--- src/rtl/arpc_pkg.sv ---
// Shared types and constants for the ARP cache table.
// No dependencies; imported by every module of the block.
package arpc_pkg;

    localparam int CAPACITY = 16;
    localparam int IDX_W    = (CAPACITY > 1) ? $clog2(CAPACITY) : 1;
    localparam int IP_W     = 32;
    localparam int MAC_W    = 48;

    typedef enum logic [1:0] {
        REQ_LOOKUP = 2'd0,
        REQ_INSERT = 2'd1,
        REQ_REMOVE = 2'd2,
        REQ_CLEAR  = 2'd3
    } t_req_e;

    typedef enum logic [1:0] {
        ST_IDLE,
        ST_SCAN,
        ST_FINISH
    } t_state_e;

    typedef struct packed {
        t_req_e             req_type;
        logic               want_mac;
        logic [IP_W-1:0]    ip_addr;
        logic [MAC_W-1:0]   mac_addr;
    } t_arpc_in;

    typedef struct packed {
        logic               hit;
        logic [MAC_W-1:0]   mac_out;
        logic               insert_ok;
        logic               miss_event;
    } t_arpc_out;

    typedef struct packed {
        logic               valid;
        logic [IP_W-1:0]    ip;
        logic [MAC_W-1:0]   mac;
    } t_slot;

    typedef struct packed {
        logic               shift;
        logic               wr;
        logic               clr;
    } t_cell_ctrl;

endpackage

--- src/rtl/arpc_cell.sv ---
// One slot of the ARP cache ring: valid flag, IPv4 key and MAC value.
// Depends on arpc_pkg.
module arpc_cell (
    input  logic                  i_clk,
    input  logic                  i_rst_n,
    input  arpc_pkg::t_cell_ctrl  i_ctrl,
    input  arpc_pkg::t_slot       i_shift_slot,
    input  arpc_pkg::t_slot       i_wr_slot,
    output arpc_pkg::t_slot       o_slot
);
    import arpc_pkg::*;

    logic              r_valid;
    logic [IP_W-1:0]   r_ip;
    logic [MAC_W-1:0]  r_mac;

    // Reset, then clear, win over write and shift; write and shift never coincide.
    always_ff @(posedge i_clk) begin
        if (!i_rst_n) begin
            r_valid <= 1'b0;
        end else if (i_ctrl.clr) begin
            r_valid <= 1'b0;
        end else if (i_ctrl.wr) begin
            r_valid <= i_wr_slot.valid;
        end else if (i_ctrl.shift) begin
            r_valid <= i_shift_slot.valid;
        end
    end

    always_ff @(posedge i_clk) begin
        if (i_ctrl.wr) begin
            r_ip  <= i_wr_slot.ip;
            r_mac <= i_wr_slot.mac;
        end else if (i_ctrl.shift) begin
            r_ip  <= i_shift_slot.ip;
            r_mac <= i_shift_slot.mac;
        end
    end

    assign o_slot = '{valid: r_valid, ip: r_ip, mac: r_mac};

endmodule

--- src/rtl/arp_cache_table.sv ---
// ARP cache table top level: a ring of slot cells, one head comparator, control.
// Depends on arpc_pkg and arpc_cell.
//
//   channel | direction | handshake             | beat
//   --------+-----------+-----------------------+-----------------
//   in      | to block  | i_in_valid/o_in_stall | t_arpc_in request
//   out     | from block| o_out_valid/i_out_stall| t_arpc_out result
//
// Lookup, insert and remove rotate the whole ring once past the head cell,
// one slot per cycle in ST_SCAN; ST_FINISH then registers the result beat
// once the output register is free or draining.
// Clear drops every valid flag at the accept edge and goes straight to ST_FINISH.
// One request is in flight at a time; the next beat is taken the cycle after the
// result is registered, even while that result is still stalled at the output.
// Reset (synchronous, active low) empties the table and drops all valid flags.
module arp_cache_table (
    input  logic                 i_clk,
    input  logic                 i_rst_n,
    input  logic                 i_in_valid,
    output logic                 o_in_stall,
    input  arpc_pkg::t_arpc_in   i_in_data,
    output logic                 o_out_valid,
    input  logic                 i_out_stall,
    output arpc_pkg::t_arpc_out  o_out_data
);
    import arpc_pkg::*;

    // Control state
    t_state_e          r_state, n_state;
    logic [IDX_W-1:0]  r_cnt, n_cnt;
    t_arpc_in          r_req, n_req;
    logic              r_found, n_found;
    logic              r_free_seen, n_free_seen;
    logic [IDX_W-1:0]  r_free_idx, n_free_idx;
    logic [MAC_W-1:0]  r_mac, n_mac;
    logic              r_out_valid, n_out_valid;
    t_arpc_out         r_out_data, n_out_data;

    // Ring wiring
    t_slot             w_slot    [CAPACITY];
    t_slot             w_ring_in [CAPACITY];
    t_cell_ctrl        w_ctrl    [CAPACITY];
    t_slot             w_head_out;
    t_slot             w_wr_slot;

    logic              w_accept;
    logic              w_match;
    logic              w_fin_go;
    logic              w_do_insert;
    t_arpc_out         w_result;

    assign o_in_stall  = (r_state != ST_IDLE);
    assign w_accept    = i_in_valid && !o_in_stall;
    assign o_out_valid = r_out_valid;
    assign o_out_data  = r_out_data;

    // Head cell is slot 0; every slot passes it once per rotation.
    assign w_match = w_slot[0].valid && (w_slot[0].ip == r_req.ip_addr);

    // A matching remove drops the valid flag as the entry leaves the head.
    always_comb begin
        w_head_out = w_slot[0];
        if (r_req.req_type == REQ_REMOVE && w_match) begin
            w_head_out.valid = 1'b0;
        end
    end

    // Finish may register its result once the output register is free or draining.
    assign w_fin_go    = (r_state == ST_FINISH) && (!r_out_valid || !i_out_stall);
    assign w_do_insert = w_fin_go && (r_req.req_type == REQ_INSERT) &&
                         !r_found && r_free_seen;
    assign w_wr_slot   = '{valid: 1'b1, ip: r_req.ip_addr, mac: r_req.mac_addr};

    for (genvar gi = 0; gi < CAPACITY; gi++) begin : g_ring
        if (gi == CAPACITY - 1) begin : g_tail
            assign w_ring_in[gi] = w_head_out;
        end else begin : g_body
            assign w_ring_in[gi] = w_slot[gi+1];
        end

        assign w_ctrl[gi] = '{
            shift: (r_state == ST_SCAN),
            wr:    w_do_insert && (r_free_idx == IDX_W'(gi)),
            clr:   w_accept && (i_in_data.req_type == REQ_CLEAR)
        };

        arpc_cell u_cell (
            .i_clk        (i_clk),
            .i_rst_n      (i_rst_n),
            .i_ctrl       (w_ctrl[gi]),
            .i_shift_slot (w_ring_in[gi]),
            .i_wr_slot    (w_wr_slot),
            .o_slot       (w_slot[gi])
        );
    end

    // Result fields from the scan summary.
    always_comb begin
        w_result            = '0;
        w_result.hit        = (r_req.req_type == REQ_LOOKUP) && r_found;
        w_result.mac_out    = ((r_req.req_type == REQ_LOOKUP) && r_found && r_req.want_mac)
                              ? r_mac : '0;
        w_result.insert_ok  = (r_req.req_type == REQ_INSERT) && !r_found && r_free_seen;
        w_result.miss_event = (r_req.req_type == REQ_LOOKUP) && !r_found && r_req.want_mac;
    end

    always_ff @(posedge i_clk) begin
        if (!i_rst_n) begin
            r_state     <= ST_IDLE;
            r_out_valid <= 1'b0;
        end else begin
            r_state     <= n_state;
            r_out_valid <= n_out_valid;
        end
    end

    // Payload and scan bookkeeping: no reset needed, loaded on accept.
    always_ff @(posedge i_clk) begin
        r_cnt       <= n_cnt;
        r_req       <= n_req;
        r_found     <= n_found;
        r_free_seen <= n_free_seen;
        r_free_idx  <= n_free_idx;
        r_mac       <= n_mac;
        r_out_data  <= n_out_data;
    end

    always_comb begin
        n_state     = r_state;
        n_cnt       = r_cnt;
        n_req       = r_req;
        n_found     = r_found;
        n_free_seen = r_free_seen;
        n_free_idx  = r_free_idx;
        n_mac       = r_mac;
        n_out_valid = r_out_valid;
        n_out_data  = r_out_data;

        // Drain the output register when the consumer takes the beat.
        if (r_out_valid && !i_out_stall) begin
            n_out_valid = 1'b0;
        end

        case (r_state)
            ST_IDLE: begin
                if (w_accept) begin
                    n_req       = i_in_data;
                    n_cnt       = '0;
                    n_found     = 1'b0;
                    n_free_seen = 1'b0;
                    n_free_idx  = '0;
                    n_state     = (i_in_data.req_type == REQ_CLEAR) ? ST_FINISH : ST_SCAN;
                end
            end
            ST_SCAN: begin
                if (w_match) begin
                    n_found = 1'b1;
                    n_mac   = w_slot[0].mac;
                end
                // Remember the lowest empty slot for a later insert.
                if (!w_slot[0].valid && !r_free_seen) begin
                    n_free_seen = 1'b1;
                    n_free_idx  = r_cnt;
                end
                n_cnt = r_cnt + 1'b1;
                if (r_cnt == IDX_W'(CAPACITY - 1)) begin
                    n_state = ST_FINISH;
                end
            end
            ST_FINISH: begin
                // Ring is back in home position; commit insert and hand off result.
                if (w_fin_go) begin
                    n_out_valid = 1'b1;
                    n_out_data  = w_result;
                    n_state     = ST_IDLE;
                end
            end
            default: begin
                n_state = ST_IDLE;
            end
        endcase
    end

endmodule

--- config.mk ---
export PLATFORM = sky130hd
export DESIGN_NAME = arp_cache_table
export DESIGN_NICKNAME = d
export VERILOG_FILES = /design/src/rtl/arpc_pkg.sv /design/src/rtl/arpc_cell.sv /design/src/rtl/arp_cache_table.sv
export SDC_FILE = /design/constraint.sdc
export NUM_CORES = 2
export LEC_CHECK = 0
export ABC_AREA = 1
export BUFFER_PORTS_ARGS = -buffer_cell sky130_fd_sc_hd__buf_2
export CAP_MARGIN = 10
export CORE_MARGIN = 1.5
export CORE_UTILIZATION = 28
export CTS_BUF_LIST = sky130_fd_sc_hd__clkbuf_4 sky130_fd_sc_hd__clkbuf_8
export DETAILED_ROUTE_END_ITERATION = 6
export HOLD_SLACK_MARGIN = 0.02
export PLACE_DENSITY = 0.55
export SLEW_MARGIN = 5
export SYNTH_ARGS = -nofsm -noshare
export SYNTH_HDL_FRONTEND = slang
export SYNTH_SLANG_ARGS = --single-unit
--- constraint.sdc ---
create_clock -name i_clk -period 4.6 [get_ports i_clk]
set_input_delay 0.23 -clock i_clk [delete_from_list [all_inputs] [get_ports i_clk]]
set_output_delay 0.23 -clock i_clk [all_outputs]
set_load 0.02 [all_outputs]
### After elaboration in Yosys (flattened, before gate mapping)

Index checks and enable logic that the tools add are counted.

* register bits: 1491
* input bits: 87
* output and inout port bits: 53
* logic and storage cells: 274

* add/sub/neg operators: 1
* eq/ne operators: 27
* mux-type cells: 114
* bitwise logic cells: 1
* reduce and logical (&&, ||, !) cells: 68

Operators with widths (count)
* 48-bit 2-to-1 mux: 32
* 32-bit 2-to-1 mux: 32
* 1-bit 2-to-1 mux: 39
* 4-bit equality test (second input constant): 9
* 2-bit nonzero test: 18
* 32-bit equality test: 1
* 1-bit logical AND: 32
* 4-bit by 3-bit equality test with 1-bit output (second input constant): 4
* 4-bit case mux with 2 select lines: 2
* 2-bit inequality test (second input constant): 5
* 3-bit AND reduction: 3
* 4-bit by 2-bit equality test with 1-bit output (second input constant): 2
* 2-bit 2-to-1 mux: 4
* 4-bit 2-to-1 mux: 2
* 2-bit AND reduction: 4
* 2-bit equality test (second input constant): 3
* 1-bit zero test: 6
* 2-bit case mux with 3 select lines: 1
* 4-bit by 1-bit adder with 4-bit output (second input constant): 1
* 2-bit by 1-bit equality test with 1-bit output (second input constant): 2
* 4-bit by 1-bit equality test with 1-bit output (second input constant): 1
* 2-bit zero test: 2
* 4-bit zero test: 1
* 1-bit case mux with 2 select lines: 2
* 3 further kinds: 3

### Longest topological paths before layout

* depth after elaboration: 8
* gate-level depth with buffers: 11

### Hierarchy

From an unflattened synthesis, not the netlist that was laid out.

* cells, all modules: 6319
* area, all modules: 78446.5 um2

Modules (own cells, without submodules)
* arpc_cell: instances 16, cells each 353, area an instance 4420.5 um2, seq. area each 2422.3 um2
* arp_cache_table: instances 1, cells each 671, area an instance 7718.7 um2, seq. area each 5825.6 um2

### Worst setup path after synthesis

OpenSTA, ideal clock, no wires.

* path type: reg2reg
* start point: register r_req[55] in the netlist's numbering
* end point: register r_mac[0] (enable)
* arrival: 4.258 ns
* setup slack: -0.171 ns
* stages on the path, launching flop included: 7
* buffers on the path: 0
* clock period less this slack: 4.771 ns
* path through: edfxtp_1 -> inv_1 -> or2_2 -> nand3_1 -> nor4_1 -> nand3_1 -> nor3_1

* cells in the longest elaborated chain, start to end: 3

Ends and longest elaborated chain
* from (decl): RTL line arp_cache_table.sv:31 `t_arpc_in r_req, n_req;`
* from (signal assigned): RTL line arp_cache_table.sv:120 `r_req <= n_req;`
* 32-bit equality test: RTL line arp_cache_table.sv:58 `assign w_match = w_slot[0].valid && (w_slot[0].ip == r_req.ip_addr);`
* 1-bit logical AND: RTL line arp_cache_table.sv:58
* 2-bit AND reduction (no line)
* to (signal assigned): RTL line arp_cache_table.sv:124 `r_mac <= n_mac;`
* to (decl): RTL line arp_cache_table.sv:35 `logic [MAC_W-1:0] r_mac, n_mac;`

No other way between the ends.
A chain may end at the register's enable or synchronous reset.

### Worst setup path after layout

* start point: register r_free_idx[1]
* end point: register g_ring[7].u_cell.r_ip[1] (enable)

* cells in the longest elaborated chain, start to end: 3

Ends and longest elaborated chain
* from (decl): RTL line arp_cache_table.sv:34 `logic [IDX_W-1:0] r_free_idx, n_free_idx;`
* from (signal assigned): RTL line arp_cache_table.sv:123 `r_free_idx <= n_free_idx;`
* 4-bit by 3-bit equality test with 1-bit output: RTL line arp_cache_table.sv:83 `wr: w_do_insert && (r_free_idx == IDX_W'(gi)),`
* 1-bit logical AND: RTL line arp_cache_table.sv:83
* 2-bit nonzero test (no line)
* to (signal assigned): RTL line arpc_cell.sv:32 `r_ip <= i_wr_slot.ip;`
* to (signal assigned): RTL line arpc_cell.sv:35 `r_ip <= i_shift_slot.ip;`
* to (decl): RTL line arpc_cell.sv:14 `logic [IP_W-1:0] r_ip;`

No other way between the ends.

==> metrics.yaml <==
outcome: "complete, no violations"
final_nets: 5276
die_w_um: 464
cts-root-buf: "clkbuf_8"
cap_viol_max_count: 0
maxSlewViolCount: 0
layout-drive-gt1-share_pct: 11.5
grt_pass1_vias: 37630
h-tree-depth: 4
synth_edf_count: 1472
maxSlewHeadroom_pct: 31.2
vias: 38600
fin_crit_ns: 3.78
drc: 0
ys.flop_type: "edfxtp_1"
cp.required_ns: 5.20
clock_latency_ns: 0.97
p_leak_nw: 26.4
core_um2: 212000
place_congestion: 0.773
cp-start-kind: "flop"
reg2reg_depth: 5
min-delay-start: "i_in_valid"
via_per_inst: 4.71
setup-violations-final: 0
syn_inst: 4936
r2r_start: "r_free_idx[1]"
synthTopCellsByArea: "edfxtp_1 74%, o21ai_0 11%, nand2_1 9.0%"
num_io_pins: 140
synth_nets: 5024
grt_util_all_layers_pct: 14.6
die_h_um: 464
io_buffers: 139
cp-endpoint: "g_ring[7].u_cell.r_ip[1]"
routedWlPerCell_um: 19.5
synth-async-reset-ratio_pct: 0
die_area_um2: 216000
reg2reg_slack_ns: 0.82
tightest_slew_ns: 1.03
max_freq_mhz: 264
crit_path_start: "r_free_idx[1]"
whs_ns: 0.154
synth-seq-area-share_pct: 74.8
clockBufferDepth: 3
end_kind: "flop"
powerDensity_nw_per_um2: 456
regToRegEndpoint: "g_ring[7].u_cell.r_ip[1]"
ys_warn_count: 0
finClkSkew_ns: 0.0668
cts_tree: "done"
yosysTopAreaCellShare_pct: 74.1
clock-sinks: 1491
dp_hpwl_um: 86600
cp.arrival_ns: 4.38
synth.cell_area_um2: 59600
ant_nets: 0
yosys_register_bits: 1491
crit_type: "flop to flop"
path_clk_slew_ns: 0.06
grt_first_pass_wirelength_um: 242000
avgSynthCellArea_um2: 12.1
tns_ns: 0
firstDrtPassIters: 6
path_max_fanout: 85
grt_max_degree: 162
final_util_pct: 32.8
final-hold-violation-count: 0
num_rows: 169
areaGrowthSynthToFinish_pct: 16.7
hold_path_class: "input pin to flop"
wl_um: 160000
grt_overflow: 0
initial_core_util_pct: 28.1
cts_made_buffers: 234
period_share_pct: 82.3
drtIter0Drc: 3638
synth_cell_types: 32
whs_path_depth: 4
rsz0062_at_grt: "false"
antenna_found_initial: 5
yosysTopAreaCell: "edfxtp_1"
ir_drop_v: 0.000289
==> registers in the layout (all words and copies together) (netlist names) <==
signal and cells:
g_ring.u_cell.r_ip 512, g_ring.u_cell.r_mac 768, g_ring.u_cell.r_valid 16, o_out_data 51, o_out_valid 1, r_cnt 4, r_found 1, r_free_idx 4
r_free_seen 1, r_mac 48, r_req 83, r_state 2
==> timing repair <==
| action | in CTS | in global routing |
|---|---|---|
| buffers inserted | 0 | 0 |
| endpoints found under the hold margin | 110 | 0 |
| resized for setup | 0 | 0 |
| hold buffers | 172 | 0 |
==> worst min path at each step <==
stage | end | slack [ns]
floorplan | r_req[0] | 0.33
global placement | r_req[26] | 0.41
detailed placement | r_req[51] | 0.41
CTS | r_state[1] | 0.06
global route | r_state[1] | 0.12
finish | r_state[1] | 0.15
==> layout by cell type (no fill, tap or decap), types with 2 or more instances in the layout <==
cell / n
bufinv_16: 5
clkinvlp_4: 3
a31oi_1: 7
clkbuf_8: 235
nor2_1: 93
xor2_1: 2
edfxtp_1: 1472
buf_4: 53
xnor2_1: 2
nor3_4: 3
clkinv_1: 62
nand4_1: 9
diode_2: 5
inv_12: 5
inv_1: 179
inv_8: 2
buf_2: 139
o21ai_1: 21
nor3_1: 6
nand3_1: 9
nand2_4: 17
nand2_8: 8
a21oi_1: 13
dfxtp_1: 19
clkinv_2: 19
buf_12: 16
clkinv_8: 3
clkbuf_4: 86
or2_2: 4
nand2_1: 1410
dlygate4sd3_1: 172
nand4_4: 8
o21ai_0: 1276
inv_2: 4
==> cell families after synthesis <==
family                   after synthesis  synth area share [%]
flip-flops                          1491                  74.8
buffers and inverters                549                  3.83
XOR/XNOR                               4                0.0588
AO/OA/AOI/OAI                       1321                  11.1
adder cells (fa/ha/maj)                1                0.0210
AND/OR/NAND/NOR                     1570                  10.2
==> critical path: stages, from the launching register on <==
cell and delay [ns]:
edfxtp_1 0.69, inv_2 0.25, nor3_4 0.68, nand2_8 0.52
nand2_4 0.84, buf_4 0.37
==> layer usage <==
metal / up-vias / share of wire (%) / GRT usage (%)
met5: - / 0 / 0
met4: 0 / 2.3 / 4.15
met3: 244 / 6.5 / 2.31
met2: 1301 / 45 / 22.6
met1: 19193 / 46 / 21.2
li1: 17862 / - / -
==> synthesized netlist by cell type, types with 2 or more instances <==
library cell	number
a21oi_1	13
a31oi_1	7
buf_2	138
buf_6	6
clkbuf_1	219
dfxtp_1	19
edfxtp_1	1472
inv_1	181
inv_2	3
nand2_1	1427
nand2_2	8
nand3_1	9
nand4_1	9
nand4_2	8
nor2_1	93
nor3_1	7
nor3_4	2
o21ai_0	1276
o21ai_1	21
or2_2	4
xnor2_1	2
xor2_1	2
==> power by group <==
part / internal, mW / switching, mW / leakage, nW
Combinational: 0.782 / 2.34 / 10.2
Sequential: 16.9 / 0.498 / 13.8
Clock: 5.76 / 5.45 / 2.41
==> through the flow <==
step	total power, mW	worst slack (ns)	cell area (µm²)	instances
2_1_floorplan	19.3	0.212	59600	4936
3_3_place_gp	20.7	0.938	63300	7600
3_5_place_dp	20.7	0.871	63300	7600
4_1_cts	32.1	0.782	69600	8194
5_1_grt	33.1	0.601	69600	8197
6_report	31.8	0.816	69600	8200
==> area by class of cell <==
cell class,instances,area [µm²]
fillers,21341,142000
flip-flops and latches,1491,44600
multi-input cells,2896,13100
clock buffers,321,3880
well taps,2821,3530
repair buffers,380,3140
inverters,185,698
clock inverters,101,686
diodes,5,12.5
Power figures use the tool's default switching activity.
